**src/dad_pkg.sv**
```systemverilog
// ----------------------------------------------------------------------------
// dad_pkg: shared types and constants for the date add days unit
// Holds the controller states, the controller/datapath command and status
// structs, and the calendar helper functions.
// ----------------------------------------------------------------------------
package dad_pkg;

    localparam int unsigned YEAR_W  = 14;
    localparam int unsigned MONTH_W = 4;
    localparam int unsigned DAY_W   = 5;
    localparam int unsigned COUNT_W = 16;
    localparam int unsigned STEP_W  = 3;

    localparam logic [YEAR_W-1:0]  YEAR_MAX      = 14'd16383;
    localparam logic [YEAR_W-1:0]  CYCLE_YEARS   = 14'd400;
    localparam logic [MONTH_W-1:0] MONTH_JAN     = 4'd1;
    localparam logic [MONTH_W-1:0] MONTH_DEC     = 4'd12;
    localparam logic [DAY_W-1:0]   DAY_LAST_DEC  = 5'd31;
    localparam logic [STEP_W-1:0]  REDUCE_LAST   = 3'd5;

    typedef enum logic [2:0] {
        S_IDLE,
        S_REDUCE,
        S_CLAMP,
        S_WALK,
        S_DONE
    } dad_state_t;

    typedef struct packed {
        logic load;
        logic reduce;
        logic clamp;
        logic walk;
    } dad_cmd_t;

    typedef struct packed {
        logic reduce_last;
        logic walk_done;
    } dad_status_t;

    // Multiples of 400 used to reduce the year by restoring subtraction.
    function automatic logic [YEAR_W-1:0] reduce_sub(input logic [STEP_W-1:0] step);
        logic [YEAR_W-1:0] val;
        begin
            unique case (step)
                3'd0:    val = 14'd12800;
                3'd1:    val = 14'd6400;
                3'd2:    val = 14'd3200;
                3'd3:    val = 14'd1600;
                3'd4:    val = 14'd800;
                default: val = 14'd400;
            endcase
            return val;
        end
    endfunction

    function automatic logic [DAY_W-1:0] month_days(input logic [MONTH_W-1:0] month,
                                                    input logic leap);
        logic [DAY_W-1:0] val;
        begin
            unique case (month)
                4'd2:                      val = leap ? 5'd29 : 5'd28;
                4'd4, 4'd6, 4'd9, 4'd11:   val = 5'd30;
                default:                   val = 5'd31;
            endcase
            return val;
        end
    endfunction

endpackage

```
**src/dad_ctrl.sv**
```systemverilog
// ----------------------------------------------------------------------------
// dad_ctrl: sequencing controller
// Steps the datapath through year reduction, day clamping and the month walk,
// then presents the result for one cycle.
// ----------------------------------------------------------------------------
module dad_ctrl
    import dad_pkg::*;
(
    input  logic        clk,
    input  logic        rst_n,
    input  logic        start,
    input  dad_status_t status,
    output dad_cmd_t    cmd,
    output logic        busy,
    output logic        done
);

    dad_state_t state_reg;
    dad_state_t state_next;

    always_ff @(posedge clk or negedge rst_n)
    begin
        if (!rst_n)
        begin
            state_reg <= S_IDLE;
        end
        else
        begin
            state_reg <= state_next;
        end
    end

    always_comb
    begin
        state_next = state_reg;
        unique case (state_reg)
            S_IDLE:
            begin
                if (start)
                begin
                    state_next = S_REDUCE;
                end
            end
            S_REDUCE:
            begin
                if (status.reduce_last)
                begin
                    state_next = S_CLAMP;
                end
            end
            S_CLAMP:
            begin
                state_next = S_WALK;
            end
            S_WALK:
            begin
                if (status.walk_done)
                begin
                    state_next = S_DONE;
                end
            end
            S_DONE:
            begin
                state_next = S_IDLE;
            end
            default:
            begin
                state_next = S_IDLE;
            end
        endcase
    end

    always_comb
    begin
        cmd  = '0;
        busy = 1'b1;
        done = 1'b0;
        unique case (state_reg)
            S_IDLE:
            begin
                busy     = 1'b0;
                cmd.load = start;
            end
            S_REDUCE:
            begin
                cmd.reduce = 1'b1;
            end
            S_CLAMP:
            begin
                cmd.clamp = 1'b1;
            end
            S_WALK:
            begin
                cmd.walk = !status.walk_done;
            end
            S_DONE:
            begin
                done = 1'b1;
            end
            default:
            begin
                busy = 1'b1;
            end
        endcase
    end

endmodule

```
**src/dad_datapath.sv**
```systemverilog
// ----------------------------------------------------------------------------
// dad_datapath: date registers and month step logic
// Holds the running date, the remaining day count and the year modulo 400,
// and performs one reduction step, the day clamp or one month step per command.
// ----------------------------------------------------------------------------
module dad_datapath
    import dad_pkg::*;
(
    input  logic               clk,
    input  logic               rst_n,
    input  dad_cmd_t           cmd,
    input  logic [YEAR_W-1:0]  start_year,
    input  logic [MONTH_W-1:0] start_month,
    input  logic [DAY_W-1:0]   start_day,
    input  logic [COUNT_W-1:0] days_to_add,
    output dad_status_t        status,
    output logic [YEAR_W-1:0]  result_year,
    output logic [MONTH_W-1:0] result_month,
    output logic [DAY_W-1:0]   result_day,
    output logic               year_overflow
);

    logic [YEAR_W-1:0]  year_reg;
    logic [MONTH_W-1:0] month_reg;
    logic [DAY_W-1:0]   day_reg;
    logic [COUNT_W-1:0] count_reg;
    logic [YEAR_W-1:0]  rem_reg;
    logic [STEP_W-1:0]  step_reg;
    logic               ovf_reg;

    logic               leap;
    logic [DAY_W-1:0]   len;
    logic [DAY_W-1:0]   left;
    logic [YEAR_W-1:0]  sub;
    logic               fits;

    // The remainder register holds the year modulo 400 once reduction ends.
    assign leap = ((year_reg[1:0] == 2'b00) && (rem_reg != 14'd0) && (rem_reg != 14'd100)
                   && (rem_reg != 14'd200) && (rem_reg != 14'd300)) || (rem_reg == 14'd0);
    assign len  = month_days(month_reg, leap);
    assign left = len - day_reg;
    assign fits = count_reg <= {{(COUNT_W-DAY_W){1'b0}}, left};
    assign sub  = reduce_sub(step_reg);

    always_ff @(posedge clk or negedge rst_n)
    begin
        if (!rst_n)
        begin
            step_reg <= '0;
            ovf_reg  <= 1'b0;
        end
        else
        begin
            if (cmd.load)
            begin
                step_reg <= '0;
                ovf_reg  <= 1'b0;
            end
            else if (cmd.reduce)
            begin
                step_reg <= step_reg + 3'd1;
            end
            else if (cmd.walk && !fits && (month_reg == MONTH_DEC) && (year_reg == YEAR_MAX))
            begin
                ovf_reg <= 1'b1;
            end
        end
    end

    always_ff @(posedge clk)
    begin
        if (cmd.load)
        begin
            year_reg  <= (start_year == '0) ? 14'd1 : start_year;
            rem_reg   <= (start_year == '0) ? 14'd1 : start_year;
            month_reg <= (start_month == '0) ? MONTH_JAN :
                         ((start_month > MONTH_DEC) ? MONTH_DEC : start_month);
            day_reg   <= (start_day == '0) ? 5'd1 : start_day;
            count_reg <= days_to_add;
        end
        else if (cmd.reduce)
        begin
            if (rem_reg >= sub)
            begin
                rem_reg <= rem_reg - sub;
            end
        end
        else if (cmd.clamp)
        begin
            if (day_reg > len)
            begin
                day_reg <= len;
            end
        end
        else if (cmd.walk)
        begin
            if (fits)
            begin
                day_reg   <= day_reg + count_reg[DAY_W-1:0];
                count_reg <= '0;
            end
            else if (month_reg != MONTH_DEC)
            begin
                count_reg <= count_reg - {{(COUNT_W-DAY_W){1'b0}}, left};
                day_reg   <= '0;
                month_reg <= month_reg + 4'd1;
            end
            else if (year_reg == YEAR_MAX)
            begin
                // The walk ran past the last year; saturate to its last day.
                day_reg   <= DAY_LAST_DEC;
                count_reg <= '0;
            end
            else
            begin
                count_reg <= count_reg - {{(COUNT_W-DAY_W){1'b0}}, left};
                day_reg   <= '0;
                month_reg <= MONTH_JAN;
                year_reg  <= year_reg + 14'd1;
                rem_reg   <= (rem_reg == CYCLE_YEARS - 14'd1) ? 14'd0 : rem_reg + 14'd1;
            end
        end
    end

    assign status.reduce_last = (step_reg == REDUCE_LAST);
    assign status.walk_done   = (count_reg == '0);

    assign result_year   = year_reg;
    assign result_month  = month_reg;
    assign result_day    = day_reg;
    assign year_overflow = ovf_reg;

endmodule

```
**src/date_add_days_unit.sv**
```systemverilog
// ----------------------------------------------------------------------------
// date_add_days_unit: Gregorian date plus a count of days
// Sequence: a year reduction modulo 400 by restoring subtraction, a day clamp
// step, then the month walk, which takes one month step per cycle and a last
// partial-month step before done is raised.
// Throughput: one request at a time; busy stays high until done has pulsed,
// so the next request is accepted in the cycle after done at the earliest.
// Reset: rst_n asynchronously returns the controller to idle, busy low.
// Results are valid only in the done cycle; the receiver cannot stall.
// ----------------------------------------------------------------------------
module date_add_days_unit
    import dad_pkg::*;
(
    input  logic               clk,
    input  logic               rst_n,
    input  logic               start,
    output logic               busy,
    input  logic [YEAR_W-1:0]  start_year,
    input  logic [MONTH_W-1:0] start_month,
    input  logic [DAY_W-1:0]   start_day,
    input  logic [COUNT_W-1:0] days_to_add,
    output logic               done,
    output logic [YEAR_W-1:0]  result_year,
    output logic [MONTH_W-1:0] result_month,
    output logic [DAY_W-1:0]   result_day,
    output logic               year_overflow
);

    dad_cmd_t    cmd;
    dad_status_t status;

    dad_ctrl u_ctrl (
        .clk    (clk),
        .rst_n  (rst_n),
        .start  (start),
        .status (status),
        .cmd    (cmd),
        .busy   (busy),
        .done   (done)
    );

    dad_datapath u_datapath (
        .clk           (clk),
        .rst_n         (rst_n),
        .cmd           (cmd),
        .start_year    (start_year),
        .start_month   (start_month),
        .start_day     (start_day),
        .days_to_add   (days_to_add),
        .status        (status),
        .result_year   (result_year),
        .result_month  (result_month),
        .result_day    (result_day),
        .year_overflow (year_overflow)
    );

`ifndef SYNTHESIS
    a_accept_goes_busy: assert property (@(posedge clk) disable iff (!rst_n)
        (start && !busy) |=> busy)
        else $error("accepted request did not raise busy");

    a_done_frees: assert property (@(posedge clk) disable iff (!rst_n)
        done |=> !busy)
        else $error("busy still high after done");

    a_result_range: assert property (@(posedge clk) disable iff (!rst_n)
        done |-> (result_month >= MONTH_JAN) && (result_month <= MONTH_DEC)
                 && (result_day != '0))
        else $error("result date out of range");

    a_overflow_saturates: assert property (@(posedge clk) disable iff (!rst_n)
        (done && year_overflow) |-> (result_year == YEAR_MAX)
                 && (result_month == MONTH_DEC) && (result_day == DAY_LAST_DEC))
        else $error("overflow result not saturated");
`endif

endmodule
```
**config.mk**
```make
export PLATFORM = sky130hd
export DESIGN_NAME = date_add_days_unit
export DESIGN_NICKNAME = d
export VERILOG_FILES = /design/src/dad_pkg.sv /design/src/dad_ctrl.sv /design/src/dad_datapath.sv /design/src/date_add_days_unit.sv
export SDC_FILE = /design/constraint.sdc
export NUM_CORES = 1
export LEC_CHECK = 0
export ABC_AREA = 1
export BUFFER_PORTS_ARGS = -buffer_cell sky130_fd_sc_hd__buf_2
export CORE_UTILIZATION = 40
export DETAILED_ROUTE_END_ITERATION = 12
export PLACE_DENSITY = 0.67
export SLEW_MARGIN = 20
export SYNTH_ARGS = -nofsm -noshare
export SYNTH_HDL_FRONTEND = slang
export SYNTH_SLANG_ARGS = --single-unit
```
**constraint.sdc**
```tcl
create_clock -name clk -period 8.2 [get_ports clk]
set_input_delay 0.82 -clock clk [delete_from_list [all_inputs] [get_ports clk]]
set_output_delay 0.82 -clock clk [all_outputs]
set_load 0.005 [all_outputs]
```
==> run summary, run 1 <==
XOR/XNOR Fraction of Synth Area: 5.45%
number of warnings issued by yosys: 0
number of max-slew violations in the final report: 0
routed wire length per instance: 14.3 microns
total global-route track usage: 20.9%
flip-flop and latch count after synthesis: 60
sequential share of the synthesized area: 35.5%
Leak Pwr: 2.59 nW
highest clock frequency the design can meet: 238 MHz
maximum number of pins on one net before global-route repair: 45
cell area after synthesis: 4980 sq um
min Tclk post-route: 4.21 ns
number of detailed-route iterations in the first pass: 7
unrepaired setup endpoints after global routing: no
multiplexer share of the synthesized area: 0%
flip-flop cell with the highest count after synthesis: sky130_fd_sc_hd__edfxtp_1
worst hold path type: primary input to asynchronous set/reset pin
maximum single-stage delay on the critical path: 0.71 ns
dominant combinational cell family by area after synthesis: simple AND/OR/NAND/NOR gates
status: finished clean
number of levels the H-tree was split into: 3
basic-gate share of the synthesized area counting and, or, nand and nor cells: 31.1%
Final setup violation count: 0
VDD IR max: 0.322 mV
critical setup path kind: register to register
routed wire length: 12700 microns
Async SR Flop Fraction: 11.7%
Horiz. Die Dim: 114 microns
number of hold-repair buffers added at the cts stage: 0
count of mapped cells out of synthesis: 646
Worst Path Arrival: 4.17 ns
path depth of the worst reg2reg path: 20
global-route wire length before repair: 21100 microns
number of I/O pins: 68
Hold Slack: 0.306 ns
worst clock skew on the final layout: 0.00574 ns
most frequent standard cell in the layout excluding fill and tap cells: sky130_fd_sc_hd__nand2_1
vias per cell: 5.17
TritonCTS Sinks: 60
Iteration-0 DRC Markers: 266
final worst-path cycle share: 51.3%
fraction of the mapped netlist area in adder cells: 10.2%
ranking of synthesized cells by area: sky130_fd_sc_hd__edfxtp_1, sky130_fd_sc_hd__nand2_1, sky130_fd_sc_hd__ha_1
overflow left after global routing: 0
fraction of layout instances using a drive strength above 1: 18.7%
RR Startpoint: u_datapath.rem_reg[0]$_DFFE_PP_
power per unit of standard cell area: 521 nW/um^2
starting density of the core: 41.3%
register-to-register setup slack: 3.99 ns
type of destination of the critical path: register
antenna violations before repair: 0
capture instance of the worst register-to-register path: u_datapath.rem_reg[4]$_DFFE_PP_
DRC: 0
count of final hold-check violations: 0
latest clock arrival within the worst-skew pair: 0.34 ns
Synth Net Count: 726
commonest cells after routing, fill and taps aside: sky130_fd_sc_hd__nand2_1, sky130_fd_sc_hd__inv_1, sky130_fd_sc_hd__buf_2, sky130_fd_sc_hd__nor2_1, sky130_fd_sc_hd__edfxtp_1
number of violations of the max-capacitance limit: 0
number of CTS-inserted buffers: 9
TritonCTS clock tree: built
Final Net Count: 796
Largest register FFs: 16
CP Max Fanout: 10
Area growth syn-to-layout: 15.3%
via count of the first global-routing pass: 4488
count of buffers from port buffering: 67
Clk pin slew, worst setup/hold paths: 0.06 ns
share of Yosys cell area claimed by the top area cell type: 32.0%
routability-driven placement congestion ratio: 0.921
y dimension of the die: 114 microns
accumulated negative setup slack: 0 ns
Total Die Area: 12900 sq um
chain of cells forming the critical path: inv_1, ha_1, nand3_1, nor2_1, a21oi_1, nand2_1, nand2_1, ha_1, fa_1, inv_1, fa_1, inv_1, nand2_1, nand2_1, nand3_2, nand2_4, nand2_2, nand2_4, a31oi_1, nor2_1
synth unique cells: 43
data required time of the critical path: 8.16 ns
Avg Inst Size Synth: 7.71 sq um
post-synthesis cell type with the largest combined area: sky130_fd_sc_hd__edfxtp_1
number of buffers added for setup after CTS: 0
total number of placement rows: 40
core region area: 12100 sq um
library cell used as clock root buffer: sky130_fd_sc_hd__clkbuf_16
relative max-transition margin: 40.3%
via count: 4596
CP most frequent cell: sky130_fd_sc_hd__nand2_1
number of synthesized flops with an enable pin: 53
post-route antenna net violation count: 0
slowest CP cell: sky130_fd_sc_hd__nor2_1
maximum buffer depth of the clock tree: 2
slew at the pin with the worst max-slew slack: 0.892 ns
hpwl dp: 10000 microns
complex-gate fraction of the synthesized area: 10.9%
Antenna diodes: 0
kind of start point of the critical path: register
Gates resized, CTS repair: 0
-- metrics by stage --
stage	power, mW	area, sq um	cells	setup WS [ns]	utilization, %
after floorplan	2.16	4980	646	4.40	-
after global placement	2.61	5480	873	3.92	45.4
after detailed placement	2.64	5480	873	3.75	45.4
after CTS	2.99	5740	889	3.73	47.6
after global routing	3.29	5740	889	3.70	47.6
final	2.99	5740	889	3.99	47.6
-- cells in the mapped netlist (8+ instances only) --
master	number
sky130_fd_sc_hd__nor3_1	9
sky130_fd_sc_hd__nor2_1	60
sky130_fd_sc_hd__nand2_2	8
sky130_fd_sc_hd__inv_1	69
sky130_fd_sc_hd__o21ai_2	10
sky130_fd_sc_hd__nand2_1	169
sky130_fd_sc_hd__inv_2	8
sky130_fd_sc_hd__buf_2	8
sky130_fd_sc_hd__nor2_2	11
sky130_fd_sc_hd__edfxtp_1	53
sky130_fd_sc_hd__ha_1	34
sky130_fd_sc_hd__xor2_1	24
sky130_fd_sc_hd__o21ai_0	35
sky130_fd_sc_hd__nand3_1	46
sky130_fd_sc_hd__a21oi_1	22
-- layout make-up --
cell class                 count  area (sq um)
multi-input combinational    499          2870
tap                          168           210
sequential                    60          1770
clock buffer                   9           225
clock inverter                 7          33.8
fill                        1182          6320
inverter                      78           293
timing repair buffer          68           343
-- critical path, delay by kind of cell, from the launching register on --
family,cells,cell delay [ns]
AND/OR/NAND/NOR,11,1.60
adder cells (fa/ha/maj),4,1.34
flip-flops,1,0.43
AO/OA/AOI/OAI,2,0.22
buffers and inverters,3,0.21
-- worst max path at each step --
stage | from | depth (start not counted) | end
after CTS | u_datapath.rem_reg[0]$_DFFE_PP_ | 20 | u_datapath.result_year[6]$_DFFE_PP_
after global placement | u_datapath.rem_reg[5]$_DFFE_PP_ | 19 | u_datapath.result_year[0]$_DFFE_PP_
after floorplan | u_datapath.rem_reg[5]$_DFFE_PP_ | 20 | u_datapath.result_year[0]$_DFFE_PP_
final | u_datapath.rem_reg[0]$_DFFE_PP_ | 20 | u_datapath.rem_reg[4]$_DFFE_PP_
after global routing | u_datapath.rem_reg[0]$_DFFE_PP_ | 20 | u_datapath.rem_reg[4]$_DFFE_PP_
after detailed placement | u_datapath.rem_reg[0]$_DFFE_PP_ | 20 | u_datapath.result_year[4]$_DFFE_PP_
-- routing by layer --
layer / vias up / wire [microns] / part of all wire [%] / global-route usage, %
met5: - / 0 / 0 / 0
met4: 0 / 348 / 2.7 / 8.77
met3: 28 / 628 / 4.9 / 4.41
met2: 102 / 6200 / 49 / 35.7
met1: 2170 / 5530 / 44 / 25.6
li1: 2296 / - / - / -
-- cell families (layout without fill, tap and decap cells) --
| logic type | count (synthesis) | after routing |
|---|---|---|
| xor+xnor | 31 | 31 |
| buf+inv | 87 | 162 |
| flops | 60 | 60 |
| simple gates | 338 | 338 |
| compound gates | 92 | 92 |
| fa+ha+maj | 38 | 38 |
-- power breakdown --
| group | switching, mW | leakage (nW) | internal (mW) |
|---|---|---|---|
| sequential | 0.194 | 0.594 | 0.647 |
| clock | 0.137 | 0.127 | 0.199 |
| combinational | 1.13 | 1.87 | 0.679 |
Power figures use the tool's default switching activity.
==> inputs of run 2 (changes only) <==
clock period = 4.1 ns   (was 8.2 ns; I/O delays follow)
==> run 2 against run 1 <==
  * Via count decreased by 0.33%
  * Non-clock buffer count increased by 7
  * Design area increased by 1.1%
  * Clock skew increased by 0.0030 ns
  * Global-route usage about the same
  * Flip-flop and latch count unchanged
  * First-iteration DRC count increased by 20%
  * Count of clock-buffer cells in the layout increased by 4
  * Total power increased by 100%
  * Sequential power increased by 97%
  * Register-to-register slack got worse by 3.6 ns
  * Critical endpoint is now u_datapath.result_year[3]$_DFFE_PP_
  * Largest power group unchanged
  * Highest routed layer unchanged
==> run summary, run 2 (synthesis results as in run 1) <==
status: finished clean
hpwl dp: 10100 microns (+1.0%)
number of levels the H-tree was split into: 3 (unchanged)
antenna violations before repair: 0 (unchanged)
unrepaired setup endpoints after global routing: no
slew at the pin with the worst max-slew slack: 0.753 ns (-0.140 ns)
Iteration-0 DRC Markers: 319 (+20%)
highest clock frequency the design can meet: 268 MHz (+13%)
most frequent standard cell in the layout excluding fill and tap cells: sky130_fd_sc_hd__nand2_1
type of destination of the critical path: register
latest clock arrival within the worst-skew pair: 0.33 ns (about the same)
RR Startpoint: u_datapath.rem_reg[0]$_DFFE_PP_
post-route antenna net violation count: 0 (unchanged)
total number of placement rows: 40 (unchanged)
via count: 4581 (-0.33%)
library cell used as clock root buffer: sky130_fd_sc_hd__clkbuf_16
global-route wire length before repair: 21300 microns (+1.0%)
TritonCTS Sinks: 60 (unchanged)
relative max-transition margin: 49.3% (+9.0 points)
Crit. Startpoint: u_datapath.rem_reg[0]$_DFFE_PP_
path depth of the worst reg2reg path: 21 (+5.0%)
commonest cells after routing, fill and taps aside: sky130_fd_sc_hd__nand2_1, sky130_fd_sc_hd__inv_1, sky130_fd_sc_hd__buf_2, sky130_fd_sc_hd__nor2_1, sky130_fd_sc_hd__edfxtp_1
Pwr Total: 6.03 mW (+100%)
maximum buffer depth of the clock tree: 2 (unchanged)
TritonCTS clock tree: built
total global-route track usage: 20.9% (+0.033 points)
starting density of the core: 41.3% (unchanged)
number of I/O pins: 68 (unchanged)
number of CTS-inserted buffers: 9 (unchanged)
fraction of layout instances using a drive strength above 1: 19.1% (+0.37 points)
power per unit of standard cell area: 1040 nW/um^2 (+100%)
Antenna diodes: 0 (unchanged)
routed wire length: 12800 microns (+0.41%)
Horiz. Die Dim: 114 microns (unchanged)
final worst-path cycle share: 91.1% (+40 points)
kind of start point of the critical path: register
count of final hold-check violations: 0 (unchanged)
CP Max Fanout: 14 (+4)
vias per cell: 5.11 (-1.1%)
routed wire length per instance: 14.2 microns (-0.38%)
Worst Path Arrival: 3.77 ns (-0.40 ns)
DRC: 0 (unchanged)
min Tclk post-route: 3.73 ns (-0.471 ns)
routability-driven placement congestion ratio: 0.939 (+2.0%)
y dimension of the die: 114 microns (unchanged)
register-to-register setup slack: 0.37 ns (-3.63 ns)
capture instance of the worst register-to-register path: u_datapath.result_year[3]$_DFFE_PP_
worst hold path type: primary input to register
Clk pin slew, worst setup/hold paths: 0.05 ns (about the same)
count of buffers from port buffering: 67 (unchanged)
Final setup violation count: 0 (unchanged)
worst clock skew on the final layout: 0.00878 ns (+0.00304 ns)
via count of the first global-routing pass: 4595 (+2.4%)
overflow left after global routing: 0 (unchanged)
capturing instance or port of the critical path: u_datapath.result_year[3]$_DFFE_PP_
launch point of the worst hold path: days_to_add[7]
critical setup path kind: register to register
data required time of the critical path: 4.13 ns (-4.03 ns)
Area growth syn-to-layout: 16.5%
Final Net Count: 803 (+0.88%)
core region area: 12100 sq um (unchanged)
VDD IR max: 0.650 mV (+100%)
number of max-slew violations in the final report: 0 (unchanged)
accumulated negative setup slack: 0 ns (unchanged)
number of violations of the max-capacitance limit: 0 (unchanged)
maximum number of pins on one net before global-route repair: 38 (-16%)
Largest register FFs: 16 (unchanged)
number of detailed-route iterations in the first pass: 5 (-2)
Total Die Area: 12900 sq um (unchanged)
Leak Pwr: 2.63 nW (+1.5%)
==> run 2: changes by cell type in the layout (fill, tap and decap cells not counted), sizes merged <==
cell,before,now
buf,68,74
clkbuf,9,13
clkinv,7,4
clkinvlp,1,0
dlygate4sd3,0,1
==> run 2: worst max-delay path: stages (launching register included) <==
cell	delay, ns
sky130_fd_sc_hd__edfxtp_1	0.42
sky130_fd_sc_hd__inv_1	0.08
sky130_fd_sc_hd__ha_1	0.17
sky130_fd_sc_hd__nand3_1	0.12
sky130_fd_sc_hd__nor2_1	0.15
sky130_fd_sc_hd__a21oi_1	0.08
sky130_fd_sc_hd__nand2_1	0.09
sky130_fd_sc_hd__nand2_1	0.09
sky130_fd_sc_hd__ha_1	0.22
sky130_fd_sc_hd__fa_1	0.51
sky130_fd_sc_hd__inv_1	0.07
sky130_fd_sc_hd__fa_1	0.42
sky130_fd_sc_hd__inv_1	0.07
sky130_fd_sc_hd__nand2_1	0.04
sky130_fd_sc_hd__nand2_1	0.08
sky130_fd_sc_hd__nand3_2	0.08
sky130_fd_sc_hd__nand2_4	0.08
sky130_fd_sc_hd__nand2_2	0.07
sky130_fd_sc_hd__nand2_4	0.10
sky130_fd_sc_hd__a31oi_1	0.14
sky130_fd_sc_hd__nor2_1	0.14
sky130_fd_sc_hd__buf_6	0.20
==> run 2: repair_timing <==
item | in CTS | in global routing
setup endpoints to repair | 0 | 18
hold buffers | 1 | 0
buffers inserted | 0 | 1
endpoints found under the hold margin | 7 | 0
resized for setup | 0 | 1
==> run 2: how the worst min path moves through the flow <==
stage	slack, ns	cells after the start	to
4_1_cts	0.35	3	u_datapath.count_reg[7]$_DFFE_PP_
3_5_place_dp	0.26	1	u_ctrl.state_reg[0]$_DFFE_PN0P_
2_1_floorplan	0.11	0	u_ctrl.state_reg[0]$_DFFE_PN0P_
3_3_place_gp	0.26	1	u_datapath.step_reg[1]$_DFFE_PN0P_
5_1_grt	0.36	3	u_datapath.count_reg[10]$_DFFE_PP_
6_report	0.35	3	u_datapath.count_reg[7]$_DFFE_PP_
==> run 2: cell type report <==
type | instances | area (sq um)
Fill cell | 1195 | 6260
Multi-Input combinational cell | 499 | 2870
Sequential cell | 60 | 1770
Timing Repair Buffer | 75 | 402
Inverter | 78 | 293
Clock buffer | 13 | 250
Tap cell | 168 | 210
Clock inverter | 3 | 13.8
==> run 2: layer usage <==
metal,routed length [microns],GRT usage [%],share of wire (%),up-vias
met5,0,0,0,-
met4,240,7.37,1.9,0
met3,614,4.25,4.8,17
met2,6380,37.2,50,106
met1,5520,25.1,43,2142
li1,-,-,-,2316
==> run 2: report_power, final <==
part           switching (mW)  internal (mW)
Sequential              0.366           1.29
Combinational            2.28           1.41
Clock                   0.266          0.421
Total                    2.91           3.12
==> run 2: metrics by stage <==
step | util, % | std cells | setup WS (ns) | cell area, sq um | hold WS (ns)
global route | 48.1 | 896 | 0.0427 | 5800 | 0.360
global placement | 45.7 | 878 | 0.463 | 5520 | 0.256
CTS | 48.0 | 895 | 0.298 | 5790 | 0.348
finish | 48.1 | 896 | 0.365 | 5800 | 0.352
detailed placement | 45.7 | 878 | 0.312 | 5520 | 0.260
floorplan | - | 646 | 0.301 | 4980 | 0.114
==> inputs of run 3 (changes only) <==
CORE_UTILIZATION = 30   (was 40)
PLACE_DENSITY = 0.55   (was 0.67)
==> run 3 against run 2 <==
  * Sequential power decreased by 3%
  * Flip-flop and latch count is the same
  * Design area grew 5.0%
  * Wire length is 5.4% higher
  * First-iteration DRC count fell by 43%
  * Utilization down 10 points
  * Register-to-register slack improved by 0.02 ns
  * Worst setup slack improved by 0.023 ns
  * Total power up 3.8%
  * Sequential share of layout area decreased by 1.5 points
  * Maximum frequency up 0.61%
  * Critical path type unchanged
  * Critical endpoint is now u_datapath.result_month[2]$_DFFE_PP_
==> run summary, run 3 (synthesis results as in run 1) <==
maximum buffer depth of the clock tree: 2 (unchanged)
number of max-slew violations in the final report: 0 (unchanged)
Iteration-0 DRC Markers: 182 (-43%)
Horiz. Die Dim: 131 microns (+15%)
total global-route track usage: 16.8% (-4.1 points)
routed wire length per instance: 13.8 microns (-3.1%)
Leak Pwr: 2.77 nW (+5.3%)
Largest register FFs: 16 (unchanged)
family with the most delay on the worst path: adder cells
routed wl met3: 637 microns (+3.7%)
library cell used as clock root buffer: sky130_fd_sc_hd__clkbuf_16
via count of the first global-routing pass: 4208 (-8.4%)
fraction of layout instances using a drive strength above 1: 22.5% (+3.4 points)
Clk pin slew, worst setup/hold paths: 0.05 ns (about the same)
power per unit of standard cell area: 1030 nW/um^2 (-1.2%)
type of destination of the critical path: register
Crit path buffers/inverters: 6 (+2)
latest clock arrival within the worst-skew pair: 0.34 ns (about the same)
number of CTS-inserted buffers: 9 (unchanged)
unrepaired setup endpoints after global routing: no
met1 wire length: 6500 microns (+18%)
internal power component: 3.28 mW (+5.1%)
Total Die Area: 17100 sq um (+33%)
post-route antenna net violation count: 0 (unchanged)
Final setup violation count: 0 (unchanged)
highest clock frequency the design can meet: 269 MHz (+0.61%)
CP Max Fanout: 5 (-9)
TritonCTS clock tree: built
worst clock skew on the final layout: 0.00766 ns (-0.00113 ns)
min Tclk post-route: 3.71 ns (-0.0226 ns)
share of power burned in combinational logic: 63.5% (+2.3 points)
Antenna diodes: 0 (unchanged)
antenna violations before repair: 0 (unchanged)
final worst-path cycle share: 90.5% (-0.55 points)
worst hold path type: primary input to register
number of violations of the max-capacitance limit: 0 (unchanged)
critical setup path kind: register to register
final worst slack: 0.388 ns (+0.0226 ns)
data required time of the critical path: 4.15 ns (+0.02 ns)
proportion of power drawn by flip-flops and latches: 25.7% (-1.7 points)
vias per cell: 4.60 (-10%)
number of I/O pins: 68 (unchanged)
number of detailed-route iterations in the first pass: 4 (-1)
hpwl dp: 10700 microns (+6.0%)
via count: 4488 (-2.0%)
starting density of the core: 31.0% (-10 points)
VDD IR max: 0.577 mV (-11%)
Sw Pwr: 2.98 mW (+2.3%)
core region area: 16100 sq um (+33%)
most frequent standard cell in the layout excluding fill and tap cells: sky130_fd_sc_hd__nand2_1
TritonCTS Sinks: 60 (unchanged)
kind of start point of the critical path: register
routability-driven placement congestion ratio: 0.830 (-12%)
slew at the pin with the worst max-slew slack: 0.799 ns (+0.0462 ns)
highest routing layer actually used: met4
commonest cells after routing, fill and taps aside: sky130_fd_sc_hd__nand2_1, sky130_fd_sc_hd__inv_1, sky130_fd_sc_hd__buf_2, sky130_fd_sc_hd__nor2_1, sky130_fd_sc_hd__edfxtp_1
status: finished clean
DRC: 0 (unchanged)
Area growth syn-to-layout: 22.4%
overflow left after global routing: 0 (unchanged)
post-place instance area: 5820 sq um (+5.4%)
clock share of power: 10.7% (-0.7 points)
slowest CP cell: sky130_fd_sc_hd__fa_1
Worst Path Arrival: 3.77 ns (about the same)
relative max-transition margin: 46.2% (-3.1 points)
chain of cells forming the critical path: inv_1, ha_1, o21ai_0, a22o_1, nand2_1, ha_1, fa_1, inv_1, fa_1, inv_1, nand2_1, nand2_1, nand3_2, nand2_4, nand2_2, nand2_4, buf_4, inv_1, o31ai_1, buf_4
routed wire length: 13500 microns (+5.4%)
global-route wire length before repair: 21500 microns (+0.87%)
count of final hold-check violations: 0 (unchanged)
post-route design area: 6090 sq um (+5.0%)
y dimension of the die: 131 microns (+15%)
total number of placement rows: 46 (+15%)
count of buffers from port buffering: 67 (unchanged)
number of levels the H-tree was split into: 3 (unchanged)
switching power share of the total: 47.6% (-0.66 points)
Final Net Count: 834 (+3.9%)
maximum single-stage delay on the critical path: 0.52 ns (about the same)
worst setup slack before clock tree synthesis: -0.0928 ns (-0.405 ns)
CP most frequent cell: sky130_fd_sc_hd__inv_1
maximum number of pins on one net before global-route repair: 28 (-26%)
Hold Slack: 0.347 ns (-0.00537 ns)
Met2 Routed Length: 6050 microns (-5.1%)
-- run 3: cell type report --
class,instances,area (sq um)
clock inverters,3,13.8
multi-input cells,499,2880
repair buffers,106,631
well taps,216,270
clock buffers,13,240
fillers,1698,9960
inverters,78,293
flip-flops and latches,60,1770
-- run 3: worst paths after layout --
| check | from | to | slack (ns) | depth (start not counted) |
|---|---|---|---|---|
| max in group asynchronous | rst_n | u_ctrl.state_reg[1]$_DFFE_PN0P_ | 3.49 | 2 |
| min | days_to_add[13] | u_datapath.count_reg[13]$_DFFE_PP_ | 0.35 | 3 |
| max | u_datapath.result_month[0]$_DFFE_PP_ | u_datapath.result_month[2]$_DFFE_PP_ | 0.39 | 20 |
| min reg2reg | u_datapath.year_overflow$_DFFE_PN0P_ | u_datapath.year_overflow$_DFFE_PN0P_ | 0.53 | 1 |
| min in group asynchronous | rst_n | u_datapath.step_reg[0]$_DFFE_PN0P_ | 0.45 | 2 |
| max reg2reg | u_datapath.result_month[0]$_DFFE_PP_ | u_datapath.result_month[2]$_DFFE_PP_ | 0.39 | 20 |
-- run 3: tightest hold or removal path: stages --
cell                      delay [ns]
sky130_fd_sc_hd__buf_2          0.07
sky130_fd_sc_hd__nand2_1        0.04
sky130_fd_sc_hd__nand2_1        0.05
-- run 3: per-layer routing --
metal / up-vias / track usage [%]
met4: 0 / 6.42
met5: - / 0
met1: 1987 / 23.3
met3: 16 / 3.14
met2: 101 / 25.9
li1: 2384 / -
-- run 3: power groups by stage --
stage | sequential, mW | clock [mW] | combinational (mW)
floorplan | 1.59 | 0 | 2.74
global placement | 1.63 | 0 | 3.96
detailed placement | 1.63 | 0 | 3.95
CTS | 1.62 | 0.687 | 3.99
global route | 1.67 | 0.715 | 4.50
finish | 1.61 | 0.673 | 3.98
-- run 3: timing repair --
| item | CTS | global route |
|---|---|---|
| hold buffers | 1 | 0 |
| endpoints found under the hold margin | 7 | 0 |
| gates resized for setup | 1 | 2 |
| setup buffers | 0 | 0 |
| endpoints found under the setup margin | 14 | 14 |
-- run 3: metrics by stage --
stage | cells | util (%) | power (mW) | setup TNS, ns
global placement | 958 | 36.2 | 5.58 | -0.228
global route | 975 | 37.9 | 6.89 | 0
floorplan | 646 | - | 4.32 | 0
CTS | 975 | 37.9 | 6.29 | 0
finish | 975 | 37.9 | 6.26 | 0
detailed placement | 958 | 36.2 | 5.58 | -1.29
